<file path="src/hw/rtl/fwsr_pkg.sv">
// Shared types, codes and constants of the search-and-remove FIFO.
package fwsr_pkg;

    localparam int DEPTH_DEF      = 16;
    localparam int CODE_WIDTH_DEF = 32;

    localparam int ITEM_W    = 32;
    localparam int POS_W     = 5;
    localparam int OCC_W     = 5;
    localparam int S_TDATA_W = 40;
    localparam int S_TUSER_W = 2;
    localparam int M_TDATA_W = 40;
    localparam int M_TUSER_W = 3;

    typedef enum logic [1:0] {
        REQ_ENQ    = 2'd0,
        REQ_DEQ    = 2'd1,
        REQ_SEARCH = 2'd2,
        REQ_REMOVE = 2'd3
    } req_type_t;

    typedef enum logic [1:0] {
        STATUS_OK    = 2'd0,
        STATUS_EMPTY = 2'd1,
        STATUS_FULL  = 2'd2,
        STATUS_NOPOS = 2'd3
    } status_t;

    typedef struct packed {
        logic capture;
        logic dispatch;
        logic deq_pop;
        logic scan_step;
        logic shift_step;
        logic out_load;
    } cmd_t;

    typedef struct packed {
        logic go_deq;
        logic go_scan;
        logic go_shift;
        logic more;
    } stat_t;

endpackage

</file>
<file path="src/hw/rtl/fwsr_ram.sv">
// Generic single-write, single-read RAM with registered read data.
module fwsr_ram #(
    parameter int WIDTH = 32,
    parameter int DEPTH = 16
) (
    input  logic                     aclk,
    input  logic                     we,
    input  logic [$clog2(DEPTH)-1:0] waddr,
    input  logic [WIDTH-1:0]         wdata,
    input  logic                     re,
    input  logic [$clog2(DEPTH)-1:0] raddr,
    output logic [WIDTH-1:0]         rdata
);

    logic [WIDTH-1:0] mem_reg [DEPTH];
    logic [WIDTH-1:0] rdata_reg;

    always_ff @(posedge aclk) begin
        if (we) begin
            mem_reg[waddr] <= wdata;
        end
        if (re) begin
            rdata_reg <= mem_reg[raddr];
        end
    end

    assign rdata = rdata_reg;

endmodule

</file>
<file path="src/hw/rtl/fwsr_datapath.sv">
// Datapath: request capture, head and count, entry walk pointers and result register.
module fwsr_datapath #(
    parameter int DEPTH      = fwsr_pkg::DEPTH_DEF,
    parameter int CODE_WIDTH = fwsr_pkg::CODE_WIDTH_DEF
) (
    input  logic                                              aclk,
    input  logic                                              aresetn,
    input  fwsr_pkg::cmd_t                                    cmd,
    output fwsr_pkg::stat_t                                   stat,
    input  logic [fwsr_pkg::S_TDATA_W-1:0]                    s_tdata,
    input  logic [fwsr_pkg::S_TUSER_W-1:0]                    s_tuser,
    output logic [fwsr_pkg::M_TDATA_W-1:0]                    m_tdata,
    output logic [fwsr_pkg::M_TUSER_W-1:0]                    m_tuser,
    output logic                                              ram_we,
    output logic [$clog2(DEPTH)-1:0]                          ram_waddr,
    output logic [((CODE_WIDTH < fwsr_pkg::ITEM_W) ? CODE_WIDTH : fwsr_pkg::ITEM_W)-1:0]
                                                              ram_wdata,
    output logic                                              ram_re,
    output logic [$clog2(DEPTH)-1:0]                          ram_raddr,
    input  logic [((CODE_WIDTH < fwsr_pkg::ITEM_W) ? CODE_WIDTH : fwsr_pkg::ITEM_W)-1:0]
                                                              ram_rdata
);

    import fwsr_pkg::*;

    localparam int SW    = (CODE_WIDTH < ITEM_W) ? CODE_WIDTH : ITEM_W;
    localparam int IDX_W = $clog2(DEPTH);
    localparam int CNT_W = $clog2(DEPTH + 1);
    localparam int CMP_W = (CNT_W > POS_W) ? CNT_W : POS_W;
    localparam int SUM_W = CMP_W + 1;

    // slot of (base + off), off below DEPTH: one compare and subtract
    function automatic logic [IDX_W-1:0] wrap_add(input logic [IDX_W-1:0] base,
                                                  input logic [CMP_W-1:0] off);
        logic [SUM_W-1:0] s;
        s = SUM_W'(base) + SUM_W'(off);
        if (s >= SUM_W'(DEPTH)) begin
            s = s - SUM_W'(DEPTH);
        end
        return s[IDX_W-1:0];
    endfunction

    req_type_t            req_reg, req_next;
    logic [SW-1:0]        code_reg, code_next;
    logic [POS_W-1:0]     pos_reg, pos_next;
    logic [IDX_W-1:0]     head_reg, head_next;
    logic [CNT_W-1:0]     count_reg, count_next;
    logic [CNT_W-1:0]     idx_reg, idx_next;
    logic [IDX_W-1:0]     rslot_reg, rslot_next;
    logic [IDX_W-1:0]     wslot_reg, wslot_next;
    status_t              status_reg, status_next;
    logic                 found_reg, found_next;
    logic [SW-1:0]        code_out_reg, code_out_next;
    logic [M_TDATA_W-1:0] m_tdata_reg, m_tdata_next;
    logic [M_TUSER_W-1:0] m_tuser_reg, m_tuser_next;

    logic [CMP_W-1:0]     count_x;
    logic [CMP_W-1:0]     pos_x;
    logic [CNT_W:0]       idx_p1;
    logic                 full;
    logic                 empty;
    logic                 pos_bad;
    logic                 pos_zero;
    logic [ITEM_W-1:0]    code_ext;

    assign count_x  = CMP_W'(count_reg);
    assign pos_x    = CMP_W'(pos_reg);
    assign idx_p1   = {1'b0, idx_reg} + (CNT_W + 1)'(1);
    assign full     = count_reg >= CNT_W'(DEPTH);
    assign empty    = count_reg == '0;
    assign pos_bad  = pos_x > count_x;
    assign pos_zero = pos_reg == '0;

    always_comb begin
        stat.go_deq   = (req_reg == REQ_DEQ) && !empty;
        stat.go_scan  = (req_reg == REQ_SEARCH) && !empty;
        stat.go_shift = (req_reg == REQ_REMOVE) && !pos_bad && !pos_zero && (pos_x != count_x);
        // search: reads left; remove: shifts left
        if (req_reg == REQ_REMOVE) begin
            stat.more = idx_p1 < {1'b0, count_reg};
        end else begin
            stat.more = idx_reg < count_reg;
        end
    end

    always_comb begin
        req_next      = req_reg;
        code_next     = code_reg;
        pos_next      = pos_reg;
        head_next     = head_reg;
        count_next    = count_reg;
        idx_next      = idx_reg;
        rslot_next    = rslot_reg;
        wslot_next    = wslot_reg;
        status_next   = status_reg;
        found_next    = found_reg;
        code_out_next = code_out_reg;
        m_tdata_next  = m_tdata_reg;
        m_tuser_next  = m_tuser_reg;
        ram_we        = 1'b0;
        ram_waddr     = wslot_reg;
        ram_wdata     = code_reg;
        ram_re        = 1'b0;
        ram_raddr     = rslot_reg;
        code_ext      = '0;

        if (cmd.capture) begin
            req_next  = req_type_t'(s_tuser[1:0]);
            code_next = s_tdata[SW-1:0];
            pos_next  = s_tdata[ITEM_W +: POS_W];
        end

        if (cmd.dispatch) begin
            status_next   = STATUS_OK;
            found_next    = 1'b0;
            code_out_next = '0;
            case (req_reg)
                REQ_ENQ: begin
                    if (full) begin
                        status_next = STATUS_FULL;
                    end else begin
                        ram_we     = 1'b1;
                        ram_waddr  = wrap_add(head_reg, count_x);
                        count_next = count_reg + CNT_W'(1);
                    end
                end
                REQ_DEQ: begin
                    if (empty) begin
                        status_next = STATUS_EMPTY;
                    end else begin
                        ram_re    = 1'b1;
                        ram_raddr = head_reg;
                    end
                end
                REQ_SEARCH: begin
                    if (!empty) begin
                        ram_re     = 1'b1;
                        ram_raddr  = head_reg;
                        rslot_next = head_reg;
                        idx_next   = CNT_W'(1);
                    end
                end
                REQ_REMOVE: begin
                    if (pos_bad) begin
                        status_next = STATUS_NOPOS;
                    end else if (!pos_zero) begin
                        if (pos_x == count_x) begin
                            // last entry: nothing to close up
                            count_next = count_reg - CNT_W'(1);
                        end else begin
                            wslot_next = wrap_add(head_reg, pos_x - CMP_W'(1));
                            ram_re     = 1'b1;
                            ram_raddr  = wrap_add(head_reg, pos_x);
                            rslot_next = ram_raddr;
                            idx_next   = pos_x[CNT_W-1:0];
                        end
                    end
                end
                default: begin
                end
            endcase
        end

        if (cmd.deq_pop) begin
            code_out_next = ram_rdata;
            head_next     = wrap_add(head_reg, CMP_W'(1));
            count_next    = count_reg - CNT_W'(1);
        end

        if (cmd.scan_step) begin
            if (ram_rdata == code_reg) begin
                found_next = 1'b1;
            end
            if (stat.more) begin
                ram_re     = 1'b1;
                ram_raddr  = wrap_add(rslot_reg, CMP_W'(1));
                rslot_next = ram_raddr;
                idx_next   = idx_p1[CNT_W-1:0];
            end
        end

        if (cmd.shift_step) begin
            ram_we     = 1'b1;
            ram_waddr  = wslot_reg;
            ram_wdata  = ram_rdata;
            wslot_next = rslot_reg;
            if (stat.more) begin
                ram_re     = 1'b1;
                ram_raddr  = wrap_add(rslot_reg, CMP_W'(1));
                rslot_next = ram_raddr;
                idx_next   = idx_p1[CNT_W-1:0];
            end else begin
                count_next = count_reg - CNT_W'(1);
            end
        end

        if (cmd.out_load) begin
            code_ext[SW-1:0]              = code_out_reg;
            m_tdata_next                  = '0;
            m_tdata_next[ITEM_W-1:0]      = code_ext;
            m_tdata_next[ITEM_W +: OCC_W] = count_x[OCC_W-1:0];
            m_tuser_next                  = {found_reg, status_reg};
        end
    end

    always_ff @(posedge aclk) begin
        if (!aresetn) begin
            head_reg  <= '0;
            count_reg <= '0;
        end else begin
            head_reg  <= head_next;
            count_reg <= count_next;
        end
    end

    always_ff @(posedge aclk) begin
        req_reg      <= req_next;
        code_reg     <= code_next;
        pos_reg      <= pos_next;
        idx_reg      <= idx_next;
        rslot_reg    <= rslot_next;
        wslot_reg    <= wslot_next;
        status_reg   <= status_next;
        found_reg    <= found_next;
        code_out_reg <= code_out_next;
        m_tdata_reg  <= m_tdata_next;
        m_tuser_reg  <= m_tuser_next;
    end

    assign m_tdata = m_tdata_reg;
    assign m_tuser = m_tuser_reg;

endmodule

</file>
<file path="src/hw/rtl/fwsr_ctrl.sv">
// Controller: request sequencing state machine and output valid.
module fwsr_ctrl (
    input  logic            aclk,
    input  logic            aresetn,
    input  logic            s_tvalid,
    output logic            s_tready,
    output logic            m_tvalid,
    input  logic            m_tready,
    input  fwsr_pkg::stat_t stat,
    output fwsr_pkg::cmd_t  cmd
);

    import fwsr_pkg::*;

    typedef enum logic [5:0] {
        ST_IDLE     = 6'b000001,
        ST_DISPATCH = 6'b000010,
        ST_DEQ      = 6'b000100,
        ST_SCAN     = 6'b001000,
        ST_SHIFT    = 6'b010000,
        ST_DONE     = 6'b100000
    } state_t;

    state_t state_reg, state_next;
    logic   m_tvalid_reg, m_tvalid_next;

    assign s_tready = state_reg == ST_IDLE;
    assign m_tvalid = m_tvalid_reg;

    always_comb begin
        cmd           = '0;
        state_next    = state_reg;
        m_tvalid_next = m_tvalid_reg && !m_tready;
        case (state_reg)
            ST_IDLE: begin
                if (s_tvalid) begin
                    cmd.capture = 1'b1;
                    state_next  = ST_DISPATCH;
                end
            end
            ST_DISPATCH: begin
                cmd.dispatch = 1'b1;
                if (stat.go_deq) begin
                    state_next = ST_DEQ;
                end else if (stat.go_scan) begin
                    state_next = ST_SCAN;
                end else if (stat.go_shift) begin
                    state_next = ST_SHIFT;
                end else begin
                    state_next = ST_DONE;
                end
            end
            ST_DEQ: begin
                cmd.deq_pop = 1'b1;
                state_next  = ST_DONE;
            end
            ST_SCAN: begin
                cmd.scan_step = 1'b1;
                if (!stat.more) begin
                    state_next = ST_DONE;
                end
            end
            ST_SHIFT: begin
                cmd.shift_step = 1'b1;
                if (!stat.more) begin
                    state_next = ST_DONE;
                end
            end
            ST_DONE: begin
                // wait for the output register to be free
                if (!m_tvalid_reg || m_tready) begin
                    cmd.out_load  = 1'b1;
                    m_tvalid_next = 1'b1;
                    state_next    = ST_IDLE;
                end
            end
            default: begin
                state_next = ST_IDLE;
            end
        endcase
    end

    always_ff @(posedge aclk) begin
        if (!aresetn) begin
            state_reg    <= ST_IDLE;
            m_tvalid_reg <= 1'b0;
        end else begin
            state_reg    <= state_next;
            m_tvalid_reg <= m_tvalid_next;
        end
    end

endmodule

</file>
<file path="src/hw/rtl/fifo_with_search_and_remove.sv">
// A new request is taken only after its predecessor's result is loaded into the output register;
// search and removal walk the entry RAM through its single read port.
// Reset (aresetn low, synchronous) empties the queue and clears the output valid;
// the entry RAM is not cleared.
module fifo_with_search_and_remove #(
    parameter int DEPTH      = fwsr_pkg::DEPTH_DEF,
    parameter int CODE_WIDTH = fwsr_pkg::CODE_WIDTH_DEF
) (
    input  logic                           aclk,
    input  logic                           aresetn,
    input  logic                           s_tvalid,
    output logic                           s_tready,
    input  logic [fwsr_pkg::S_TDATA_W-1:0] s_tdata,  // item_code[31:0], position[36:32]
    input  logic [fwsr_pkg::S_TUSER_W-1:0] s_tuser,  // req_type[1:0]
    output logic                           m_tvalid,
    input  logic                           m_tready,
    output logic [fwsr_pkg::M_TDATA_W-1:0] m_tdata,  // out_code[31:0], occupancy[36:32]
    output logic [fwsr_pkg::M_TUSER_W-1:0] m_tuser   // status[1:0], found[2]
);

    import fwsr_pkg::*;

    localparam int SW    = (CODE_WIDTH < ITEM_W) ? CODE_WIDTH : ITEM_W;
    localparam int IDX_W = $clog2(DEPTH);

    cmd_t             cmd;
    stat_t            stat;
    logic             ram_we;
    logic [IDX_W-1:0] ram_waddr;
    logic [SW-1:0]    ram_wdata;
    logic             ram_re;
    logic [IDX_W-1:0] ram_raddr;
    logic [SW-1:0]    ram_rdata;

    fwsr_ctrl u_ctrl (
        .aclk     (aclk),
        .aresetn  (aresetn),
        .s_tvalid (s_tvalid),
        .s_tready (s_tready),
        .m_tvalid (m_tvalid),
        .m_tready (m_tready),
        .stat     (stat),
        .cmd      (cmd)
    );

    fwsr_datapath #(
        .DEPTH      (DEPTH),
        .CODE_WIDTH (CODE_WIDTH)
    ) u_datapath (
        .aclk      (aclk),
        .aresetn   (aresetn),
        .cmd       (cmd),
        .stat      (stat),
        .s_tdata   (s_tdata),
        .s_tuser   (s_tuser),
        .m_tdata   (m_tdata),
        .m_tuser   (m_tuser),
        .ram_we    (ram_we),
        .ram_waddr (ram_waddr),
        .ram_wdata (ram_wdata),
        .ram_re    (ram_re),
        .ram_raddr (ram_raddr),
        .ram_rdata (ram_rdata)
    );

    fwsr_ram #(
        .WIDTH (SW),
        .DEPTH (DEPTH)
    ) u_entry_ram (
        .aclk  (aclk),
        .we    (ram_we),
        .waddr (ram_waddr),
        .wdata (ram_wdata),
        .re    (ram_re),
        .raddr (ram_raddr),
        .rdata (ram_rdata)
    );

endmodule

</file>
<file path="config.mk">
export PLATFORM = sky130hd
export DESIGN_NAME = fifo_with_search_and_remove
export DESIGN_NICKNAME = d
export VERILOG_FILES = /design/src/hw/rtl/fwsr_pkg.sv /design/src/hw/rtl/fwsr_ram.sv /design/src/hw/rtl/fwsr_datapath.sv /design/src/hw/rtl/fwsr_ctrl.sv /design/src/hw/rtl/fifo_with_search_and_remove.sv
export SDC_FILE = /design/constraint.sdc
export NUM_CORES = 1
export LEC_CHECK = 0
export BUFFER_PORTS_ARGS = -buffer_cell sky130_fd_sc_hd__buf_2
export CAP_MARGIN = 5
export CELL_PAD_IN_SITES_DETAIL_PLACEMENT = 0
export CELL_PAD_IN_SITES_GLOBAL_PLACEMENT = 2
export CORE_UTILIZATION = 40
export CTS_BUF_LIST = sky130_fd_sc_hd__clkbuf_16
export CTS_CLUSTER_DIAMETER = 30
export CTS_CLUSTER_SIZE = 40
export DETAILED_ROUTE_END_ITERATION = 16
export MAX_ROUTING_LAYER = met4
export PLACE_DENSITY_LB_ADDON = 0.12
export SYNTH_ARGS = -nofsm -noshare
export SYNTH_HDL_FRONTEND = slang
export SYNTH_SLANG_ARGS = --single-unit
</file>
<file path="constraint.sdc">
create_clock -name aclk -period 4.6 [get_ports aclk]
set_input_delay 0.46 -clock aclk [delete_from_list [all_inputs] [get_ports aclk]]
set_output_delay 0.46 -clock aclk [all_outputs]
set_load 0.01 [all_outputs]
</file>
After elaboration in Yosys (flattened, before gate mapping)
Memories as Yosys holds them, arrays and structs flattened. A register that Yosys moved wholly into a read port is not among the register bits.
Cells that the tools add are included.
Operators by class
  equality and inequality tests: 18
  reduce and logical (&&, ||, !) cells: 22
  muxes and demuxes: 94
  add/subtract/negate cells: 14
  magnitude comparators: 9
Operators with widths (number)
  2-to-1 mux 4 bit: 29
  2-to-1 mux 32 bit: 3
  2-to-1 mux 5 bit: 17
  2-to-1 mux 6 bit: 6
  == test 32 bit: 1
  2-to-1 mux 1 bit: 30
  one-hot mux 6 bit (5 select lines): 1
  one-hot mux 5 bit (2 select lines): 2
  subtractor 4 x 1 -> 4 bit, second input constant: 5
  adder 4 x 5 -> 6 bit: 3
  >= comparator 6 x 5 -> 1 bit, second input constant: 3
  one-hot mux 4 bit (2 select lines): 2
  >= comparator 5 bit, second input constant: 3
  adder 4 x 1 -> 5 bit, second input constant: 2
  logical NOT 5 bit: 2
  != test 2 bit, second input constant: 5
  subtractor 5 x 1 -> 5 bit, second input constant: 2
  adder 5 x 1 -> 6 bit, second input constant: 1
  == test 6 x 1 -> 1 bit, second input constant: 1
  == test 6 x 2 -> 1 bit, second input constant: 1
  == test 6 x 3 -> 1 bit, second input constant: 1
  == test 6 x 4 -> 1 bit, second input constant: 1
  == test 6 x 5 -> 1 bit, second input constant: 1
  == test 6 bit, second input constant: 1
  other kinds (20): 34
Word-level totals
  flip-flop bits (word level): 143
  RAM bits: 512
  logic and storage cells: 173
  output and inout bits: 45
  memories kept: 1
Memories
  u_entry_ram.mem_reg: depth 16, bits a word 32, rd ports 1, clocked after Yosys merged registers in 1, wr ports 1, RTL line fwsr_ram.sv:15  | logic [WIDTH-1:0] mem_reg [DEPTH];

Logic depth before layout (Yosys ltp)
Gate-level depths: netlist of run 1.
  word-level depth: 12
  mapped depth: 16

Modules after synthesis
A second synthesis of run 1 with hierarchy kept.
Unflattened totals
  cell total of the unflattened synthesis: 1418
  area, all modules: 27476.4 um^2
By module, submodules not included
  fwsr_ram: times used 1, cells each 838, area an instance 20155.6 um^2
  fwsr_datapath: times used 1, cells each 532, area an instance 6899.1 um^2
  fwsr_ctrl: times used 1, cells each 48, area an instance 421.7 um^2

Worst setup path before layout of run 1
No wires, ideal clock.
  path kind: reg2reg
  start: register u_datapath.count_reg[2]
  end: register u_entry_ram.rdata_reg[0], in the netlist u_entry_ram.rdata[0], read port of u_entry_ram.mem_reg, enable pin
  library setup time: 466 ps
  stages on the path, launching flop included: 9
  required time: 4134 ps
  setup slack: 57 ps
  data arrival time: 4077 ps
  cell sequence: dfxtp_1 > clkbuf_1 > inv_1 > ha_1 > a21oi_1 > o21ai_0 > nor2_1 > a21oi_1 > o21ai_0
On the way
  longest elaborated chain between the ends: 10
Ends and longest elaborated chain
  start: declaration: RTL line fwsr_datapath.sv:47  | logic [CNT_W-1:0] count_reg, count_next;
  start signal: assignment: RTL line fwsr_datapath.sv:212  | count_reg <= count_next;
  == test 5 bit: RTL line fwsr_datapath.sv:147  | if (pos_x == count_x) begin
  2-to-1 mux 1 bit: RTL line fwsr_datapath.sv:147
  2-to-1 mux 1 bit: RTL line fwsr_datapath.sv:146  | end else if (!pos_zero) begin
  2-to-1 mux 1 bit: RTL line fwsr_datapath.sv:144  | if (pos_bad) begin
  one-hot mux 1 bit (2 select lines): RTL line fwsr_datapath.sv:117  | case (req_reg)
  2-to-1 mux 1 bit: RTL line fwsr_datapath.sv:113  | if (cmd.dispatch) begin
  2-to-1 mux 1 bit: RTL line fwsr_datapath.sv:174  | if (stat.more) begin
  2-to-1 mux 1 bit: RTL line fwsr_datapath.sv:170  | if (cmd.scan_step) begin
  2-to-1 mux 1 bit: RTL line fwsr_datapath.sv:187  | if (stat.more) begin
  2-to-1 mux 1 bit *: RTL line fwsr_datapath.sv:182  | if (cmd.shift_step) begin
  via ram_re: RTL line fifo_with_search_and_remove.sv:31  | logic ram_re;
  end: declaration: RTL line fwsr_ram.sv:16  | logic [WIDTH-1:0] rdata_reg;
Mark *: on every way through the listed nets, which the timed path passes. The rest lies on a longest branch.
A chain may end at the register's enable or synchronous reset.

Final worst setup path of run 1
  start: register u_datapath.idx_reg[0]
  end: register u_entry_ram.rdata_reg[16], in the netlist u_entry_ram.rdata[16], read port of u_entry_ram.mem_reg, data pin
On the way
  longest elaborated chain between the ends: 7
Ends and longest elaborated chain
  start: declaration: RTL line fwsr_datapath.sv:48  | logic [CNT_W-1:0] idx_reg, idx_next;
  start signal: assignment: RTL line fwsr_datapath.sv:220  | idx_reg <= idx_next;
  adder 5 x 1 -> 6 bit: RTL line fwsr_datapath.sv:68  | assign idx_p1 = {1'b0, idx_reg} + (CNT_W + 1)'(1);
  < comparator 6 x 5 -> 1 bit: RTL line fwsr_datapath.sv:80  | stat.more = idx_p1 < {1'b0, count_reg};
  2-to-1 mux 1 bit *: RTL line fwsr_datapath.sv:79  | if (req_reg == REQ_REMOVE) begin
  2-to-1 mux 4 bit / 2-to-1 mux 1 bit (equally long branches): RTL line fwsr_datapath.sv:174
  2-to-1 mux 4 bit / 2-to-1 mux 1 bit (equally long branches): RTL line fwsr_datapath.sv:170
  2-to-1 mux 4 bit / 2-to-1 mux 1 bit (equally long branches): RTL line fwsr_datapath.sv:187
  2-to-1 mux 4 bit / 2-to-1 mux 1 bit (equally long branches): RTL line fwsr_datapath.sv:182
Every way passes the cells marked *; elsewhere a longest branch is shown, timed or not.

==> results of run 1 <==
==> through the flow <==
stage / utilization / setup slack, ps / hold WS, ps / power, W
3_5_place_dp: 0.435 / 665 / 405 / 0.0109
4_1_cts: 0.508 / 646 / 1.72 / 0.0208
5_1_grt: 0.508 / 379 / 47.7 / 0.0215
2_1_floorplan: - / 57.5 / 400 / 0.00960
6_report: 0.508 / 625 / 50.3 / 0.0206
3_3_place_gp: 0.435 / 662 / 401 / 0.0108
==> kinds of logic after synthesis <==
kind of cell,count (synthesis),synth area share
xor gates and xnor gates,52,0.0160
adders and majority gates,37,0.0171
DFF,687,0.717
AOI/OAI and AO/OA,356,0.0921
other,1,0.000132
and+or+nand+nor,829,0.127
buffers and inverters,156,0.0244
muxes,17,0.00634
==> power by group through the flow <==
| stage | Clock, W | Sequential (W) | Combinational [W] |
|---|---|---|---|
| floorplan | 0 | 0.00735 | 0.00225 |
| global placement | 0 | 0.00741 | 0.00342 |
| detailed placement | 0 | 0.00741 | 0.00345 |
| CTS | 0.0101 | 0.00730 | 0.00349 |
| global route | 0.0103 | 0.00731 | 0.00381 |
| finish | 0.00989 | 0.00731 | 0.00344 |
==> worst register-to-register path, stage by stage (launching register included) <==
cell and delay, ps:
dfxtp_1 510, ha_1 250, xor2_1 90, ha_1 280
o21ai_0 70, o21ai_0 240, buf_4 180, a211oi_2 100
a211oi_1 500, a32o_4 420, buf_12 340, mux2_1 400
o211ai_1 160, o211ai_1 140
==> layer usage <==
metal | vias to the layer above | GRT usage | wire length (µm)
met2 | 613 | 0.338 | 35700
met3 | 136 | 0.0605 | 6430
met4 | 0 | 0.0799 | 1850
met5 | - | - | 0
met1 | 9211 | 0.332 | 37900
li1 | 8422 | - | -
==> Yosys cell counts (all sizes together) (11+ instances only) <==
| cell type | instances |
|---|---|
| a31oi | 42 |
| edfxtp | 661 |
| xor2 | 22 |
| nor3 | 11 |
| a311o | 30 |
| a32oi | 27 |
| nor4 | 11 |
| nand2 | 553 |
| o21ai | 40 |
| xnor2 | 30 |
| ha | 34 |
| inv | 23 |
| dfxtp | 26 |
| a32o | 32 |
| nor2 | 44 |
| nand3 | 102 |
| a21oi | 63 |
| and3 | 28 |
| o211ai | 41 |
| and2 | 41 |
| buf | 46 |
| a211oi | 30 |
| clkbuf | 86 |
| nand4 | 11 |
==> final cells by class <==
type	instances	share of cell area
Clock buffer	145	0.102
Sequential cell	687	0.572
Inverter	24	0.00267
Antenna cell	1	0.0000703
Tap cell	940	0.0330
Multi-Input combinational cell	1294	0.212
Timing Repair Buffer	188	0.0474
Clock inverter	117	0.0307
==> worst max-delay path by stage <==
stage | cells past startpoint | startpoint | slack (ps) | endpoint
2_1_floorplan | 8 | u_datapath.count_reg[2] | 60 | u_entry_ram.rdata[0]
3_3_place_gp | 13 | u_datapath.idx_reg[0] | 660 | u_entry_ram.rdata[16]
3_5_place_dp | 13 | u_datapath.idx_reg[0] | 670 | u_entry_ram.rdata[16]
4_1_cts | 13 | u_datapath.idx_reg[0] | 650 | u_entry_ram.rdata[16]
5_1_grt | 13 | u_datapath.idx_reg[0] | 380 | u_entry_ram.rdata[16]
6_report | 13 | u_datapath.idx_reg[0] | 620 | u_entry_ram.rdata[16]
==> repair_timing <==
action | in CTS | in global routing
gates resized for setup | 0 | 0
setup endpoints to repair | 0 | 0
hold buffers | 39 | 0
hold endpoints to repair | 39 | 0
setup buffers | 0 | 0
==> cell usage in the layout, fill, tap and decap left out, types with 36 or more instances in the layout <==
cell           instances
edfxtp_1             661
nand2_1              552
clkbuf_16            145
nand3_1              101
buf_2                 84
a21oi_1               63
a31oi_1               42
o211ai_1              41
inv_1                 40
and2_1                40
dlygate4sd3_1         39
o21ai_0               36
==> qor.yml, run 1 <==
die:
  start_util: 0.405
  dieWidth_um: 269
  die-area_um2: 72100
  die_y_um: 269
  core_um2: 70100
  pin_count: 91
  row_count: 97
grt:
  grt_first_pass_wirelength_mm: 119
  grt_max_degree: 85
  antenna_found_initial: 2
  grt_pass1_vias: 17941
  grt_overflow: 0
  track_usage: 0.238
final_layout:
  num-fill-cells: 6026
  nNetsFinal: 2421
  area.sequential_um2: 20400
  fin_area_um2: 35600
  fin_cells: 3396
  multi_input_area_um2: 7560
  largest_reg_flops: 512
  drive_gt1_frac: 0.172
  areaGrowthSynthToFinish_pct: 25.3
yosys:
  synth-seq-area-share: 0.717
  async_flop_share: 0
  yosys.area.top_type_share: 0.698
  synth_enable_flop_cells: 661
  avgSynthCellArea_um2: 13.3
  synth-seq-cells: 687
  synth.distinct_cells: 68
  synthTopCellsByArea: "edfxtp_1, nand2_1, dfxtp_1"
  yosysTopAreaCell: "edfxtp_1"
  syn_inst: 2135
  netlist_area_um2: 28400
  yosys_warnings: 0
  ys.flop_type: "edfxtp_1"
power_and_ir_drop:
  seqPwrFrac: 0.354
  p_comb_frac: 0.167
  p_sw_frac: 0.276
  leakagePower_nw: 12.7
  switching_power_w: 0.00570
  pwr-share-clk: 0.479
  p_per_area_nw_per_um2: 580
  internal-power_w: 0.0149
  ir_worst_vdd_v: 0.000369
run:
  drv_cap: 0
clock_tree:
  clkTransAtPathRegs_ps: 40
  cts_root_buf: "clkbuf_16"
  clk_latency_ps: 710
  clockBufferDepth: 3
  htreeDepth: 4
  numCtsBuffers: 143
  tritoncts: "yes"
  cts_sinks: 687
route:
  drt_iter0_markers: 1424
  via_count: 18382
  antenna_left: 0
  drt_pre_antenna_iters: 5
  drc: 0
  postRouteWirelength_mm: 81.9
  wl_per_cell_um: 24.1
  vias_per_cell: 5.41
timing:
  setup_tns_ps: 0
  slew_violations: 0
  max-slew-margin-rel: 0.279
  worst_pin_slew_ps: 1080
  rsz0062_at_grt: "false"
  hold_viol: 0
  finalCriticalPeriod_ps: 3980
  setup_viol: 0
  fin_crit_sh: 0.864
  clock_skew_ps: 34.2
  fmax_ghz: 0.252
worst_setup_path:
  setup.worst_path.end_class: "flop"
  cp_cell_sequence: "ha_1 -> xor2_1 -> ha_1 -> o21ai_0 -> o21ai_0 -> buf_4 -> a211oi_2 -> a211oi_1 -> a32o_4 -> buf_12 -> mux2_1 -> o211ai_1 -> o211ai_1"
  reg2reg_depth: 13
  worstPathArrival_ps: 4380
  required_ps: 5010
  critPathSlowestCell: "dfxtp_1"
  r2r_start: "u_datapath.idx_reg[0]"
  r2r_setup_slack_ps: 620
  startpoint_type: "flop"
  critPathMaxStageDelay_ps: 510
  path_max_fanout: 68
  path_delay_family: "compound AO/OA/AOI/OAI gates"
  crit_type: "reg2reg"
  worst-path-buf-inv: 2
  r2r_end: "u_entry_ram.rdata[16]"
outcome:
  status: "finished clean"
place:
  hpwlAfterDp_mm: 45.2
  port_buffers: 84
  placed_cells: 3094
  placed_area_um2: 30500
  gp_congestion: 0.801
hold_path:
  whs_path_depth: 2
  hold_end: "u_ctrl.state_reg[0]"
  worstHoldStart: "s_tvalid"
  hp-class: "in2reg"
(Power assumes the default switching activity.)
==> run 2, diff against run 1 <==
--- a/config.mk
+++ b/config.mk
@@ -5,14 +5,14 @@
 export SDC_FILE = /design/constraint.sdc
 export NUM_CORES = 1
 export LEC_CHECK = 0
-export BUFFER_PORTS_ARGS = -buffer_cell sky130_fd_sc_hd__buf_2
+export BUFFER_PORTS_ARGS = -buffer_cell sky130_fd_sc_hd__buf_4
 export CAP_MARGIN = 5
 export CELL_PAD_IN_SITES_DETAIL_PLACEMENT = 0
 export CELL_PAD_IN_SITES_GLOBAL_PLACEMENT = 2
 export CORE_UTILIZATION = 40
 export CTS_BUF_LIST = sky130_fd_sc_hd__clkbuf_16
 export CTS_CLUSTER_DIAMETER = 30
-export CTS_CLUSTER_SIZE = 40
+export CTS_CLUSTER_SIZE = 30
 export DETAILED_ROUTE_END_ITERATION = 16
 export MAX_ROUTING_LAYER = met4
 export PLACE_DENSITY_LB_ADDON = 0.12
==> run 2 against run 1 <==
Against the previous run: first-iteration DRC count up 15%; routed wire length up 1.2%; design area up 1.4%; non-clock buffer count up 17; sequential share of layout area down 0.78 points; global-route usage up 0.23 points; utilization up 0.70 points; via count up 0.67%.
==> qor.yml, run 2 (synthesized netlist as in run 1, its figures left out) <==
final_layout:
  multi_input_area_um2: 7560  # unchanged
  areaGrowthSynthToFinish_pct: 27.0
  drive_gt1_frac: 0.173  # +0.00128
  final_cell_mix: "edfxtp_1, nand2_1, clkbuf_16"
  largest_reg_flops: 512  # unchanged
  area.sequential_um2: 20400  # unchanged
  fin_cells: 3424  # +0.82%
  nNetsFinal: 2444  # +0.95%
  num-fill-cells: 6017  # -0.15%
  mostFrequentLayoutCell: "edfxtp_1"
grt:
  grt_overflow: 0  # unchanged
  grt_first_pass_wirelength_mm: 121  # +0.96%
  track_usage: 0.241  # +0.00228
  grt_pass1_vias: 18009  # +0.38%
  antenna_found_initial: 2  # unchanged
  grt_max_degree: 60  # -29%
worst_setup_path:
  path_max_fanout: 28  # -59%
  r2r_end: "u_entry_ram.rdata[17]"
  r2r_start: "u_datapath.idx_reg[0]"
  crit_type: "reg2reg"
  setup.worst_path.end_class: "flop"
  crit_start: "u_datapath.idx_reg[0]"
  startpoint_type: "flop"
  endpoint: "u_entry_ram.rdata[17]"
  required_ps: 5140  # +130 ps
  reg2reg_depth: 12  # -1
  r2r_setup_slack_ps: 410  # -220 ps
  worstPathArrival_ps: 4730  # +350 ps
route:
  via_count: 18505  # +0.67%
  drt_iter0_markers: 1638  # +15%
  wl_per_cell_um: 24.2  # +0.38%
  wl_met2_mm: 36.8  # +3.0%
  wl_met1_mm: 37.3  # -1.5%
  drt_pre_antenna_iters: 5  # unchanged
  drc: 0  # unchanged
  vias_per_cell: 5.40  # -0.15%
  antenna_left: 0  # unchanged
  highest_layer: "met4"
  postRouteWirelength_mm: 82.9  # +1.2%
  wl_met3_mm: 6.80  # +5.8%
timing:
  hold_viol: 0  # unchanged
  fin_crit_sh: 0.912  # +0.0474
  worst_pin_slew_ps: 1110  # +31.9 ps
  slew_violations: 0  # unchanged
  clock_skew_ps: 28.1  # -6.16 ps
  rsz0062_at_grt: "false"
  max-slew-margin-rel: 0.257  # -0.0214
  setup_viol: 0  # unchanged
  fmax_ghz: 0.238  # -5.2%
  setup_tns_ps: 0  # unchanged
  finalCriticalPeriod_ps: 4190  # +218 ps
power_and_ir_drop:
  leakagePower_nw: 13.0  # +2.2%
  ir_worst_vdd_v: 0.000329  # -11%
  p_per_area_nw_per_um2: 583  # +0.55%
clock_tree:
  tritoncts: "yes"
  numCtsBuffers: 149  # +4.2%
  cts_resized: 0  # unchanged
  clk_latency_ps: 720  # about the same
  cts_root_buf: "clkbuf_16"
  clkTransAtPathRegs_ps: 50  # about the same
  clockBufferDepth: 3  # unchanged
  cts_sinks: 687  # unchanged
  post_cts_buffers: 0  # unchanged
  htreeDepth: 4  # unchanged
place:
  port_buffers: 84  # unchanged
  gp_congestion: 0.814  # +1.6%
  hpwlAfterDp_mm: 47.2  # +4.5%
  placed_cells: 3110  # +0.52%
die:
  row_count: 97  # unchanged
  pin_count: 91  # unchanged
  core_um2: 70100  # unchanged
  dieWidth_um: 269  # unchanged
  die_y_um: 269  # unchanged
  die-area_um2: 72100  # unchanged
  start_util: 0.405  # unchanged
outcome:
  status: "finished clean"
run:
  drv_cap: 0  # unchanged
hold_path:
  hp-class: "in2reg"
[run 2: cell count changes in the layout (fill, tap and decap cells not counted), sizes merged]
cell	change
clkinv	+2
bufinv	+1
dlygate4sd3	+1
clkinvlp	-8
buf	+16
inv	+7
clkbuf	+9
[run 2: per-stage QoR]
stage	power [W]	instance area [µm²]	hold WS [ps]	utilization	setup slack, ps
2_1_floorplan	0.00960	28400	400	-	57.5
3_3_place_gp	0.0109	30800	400	0.439	531
3_5_place_dp	0.0109	30800	405	0.439	468
4_1_cts	0.0212	36100	29.6	0.515	489
5_1_grt	0.0219	36100	51.1	0.515	248
6_report	0.0210	36100	65.4	0.515	407
[run 2: routing by layer]
metal / global-route usage / vias to the layer above
li1: - / 8494
met1: 0.326 / 9245
met2: 0.346 / 611
met3: 0.0696 / 155
met4: 0.0792 / 0
met5: - / -
[run 2: where the power goes]
group          switching [W]  total, W  internal, W
sequential          0.000135   0.00731      0.00717
combinational        0.00225   0.00349      0.00124
clock                0.00333    0.0102      0.00691
[run 2: area by class of cell]
type	instances	area share
sequential	687	0.564
multi-input combinational	1294	0.209
clock buffer	154	0.107
timing repair buffer	205	0.0548
tap	940	0.0326
clock inverter	119	0.0296
inverter	24	0.00263
antenna	1	0.0000693
[run 2: repair_timing]
| item | in CTS | in global routing |
|---|---|---|
| endpoints found under the hold margin | 40 | 0 |
| setup endpoints to repair | 0 | 0 |
| hold buffers | 40 | 0 |
[run 2: critical path: stages, from the launching register on]
cell      delay, ps
dfxtp_1         520
ha_1            250
nand3_1         100
xnor2_1         170
ha_1            200
a311o_1         370
a211oi_2        470
nor2_1          170
a311o_1         480
or3_2           490
buf_4           330
buf_4           260
o211ai_1        210
[run 2: how the worst min path moves through the flow]
stage                                 from                     end  depth (start not counted)
2_1_floorplan   u_datapath.code_out_reg[0]   u_datapath.m_tdata[0]                          0
3_3_place_gp   u_datapath.code_out_reg[10]  u_datapath.m_tdata[10]                          0
4_1_cts                            aresetn     u_ctrl.state_reg[0]                          2
6_report                           aresetn     u_ctrl.state_reg[0]                          2
5_1_grt                            aresetn     u_ctrl.state_reg[0]                          2
3_5_place_dp   u_datapath.code_out_reg[13]  u_datapath.m_tdata[13]                          0
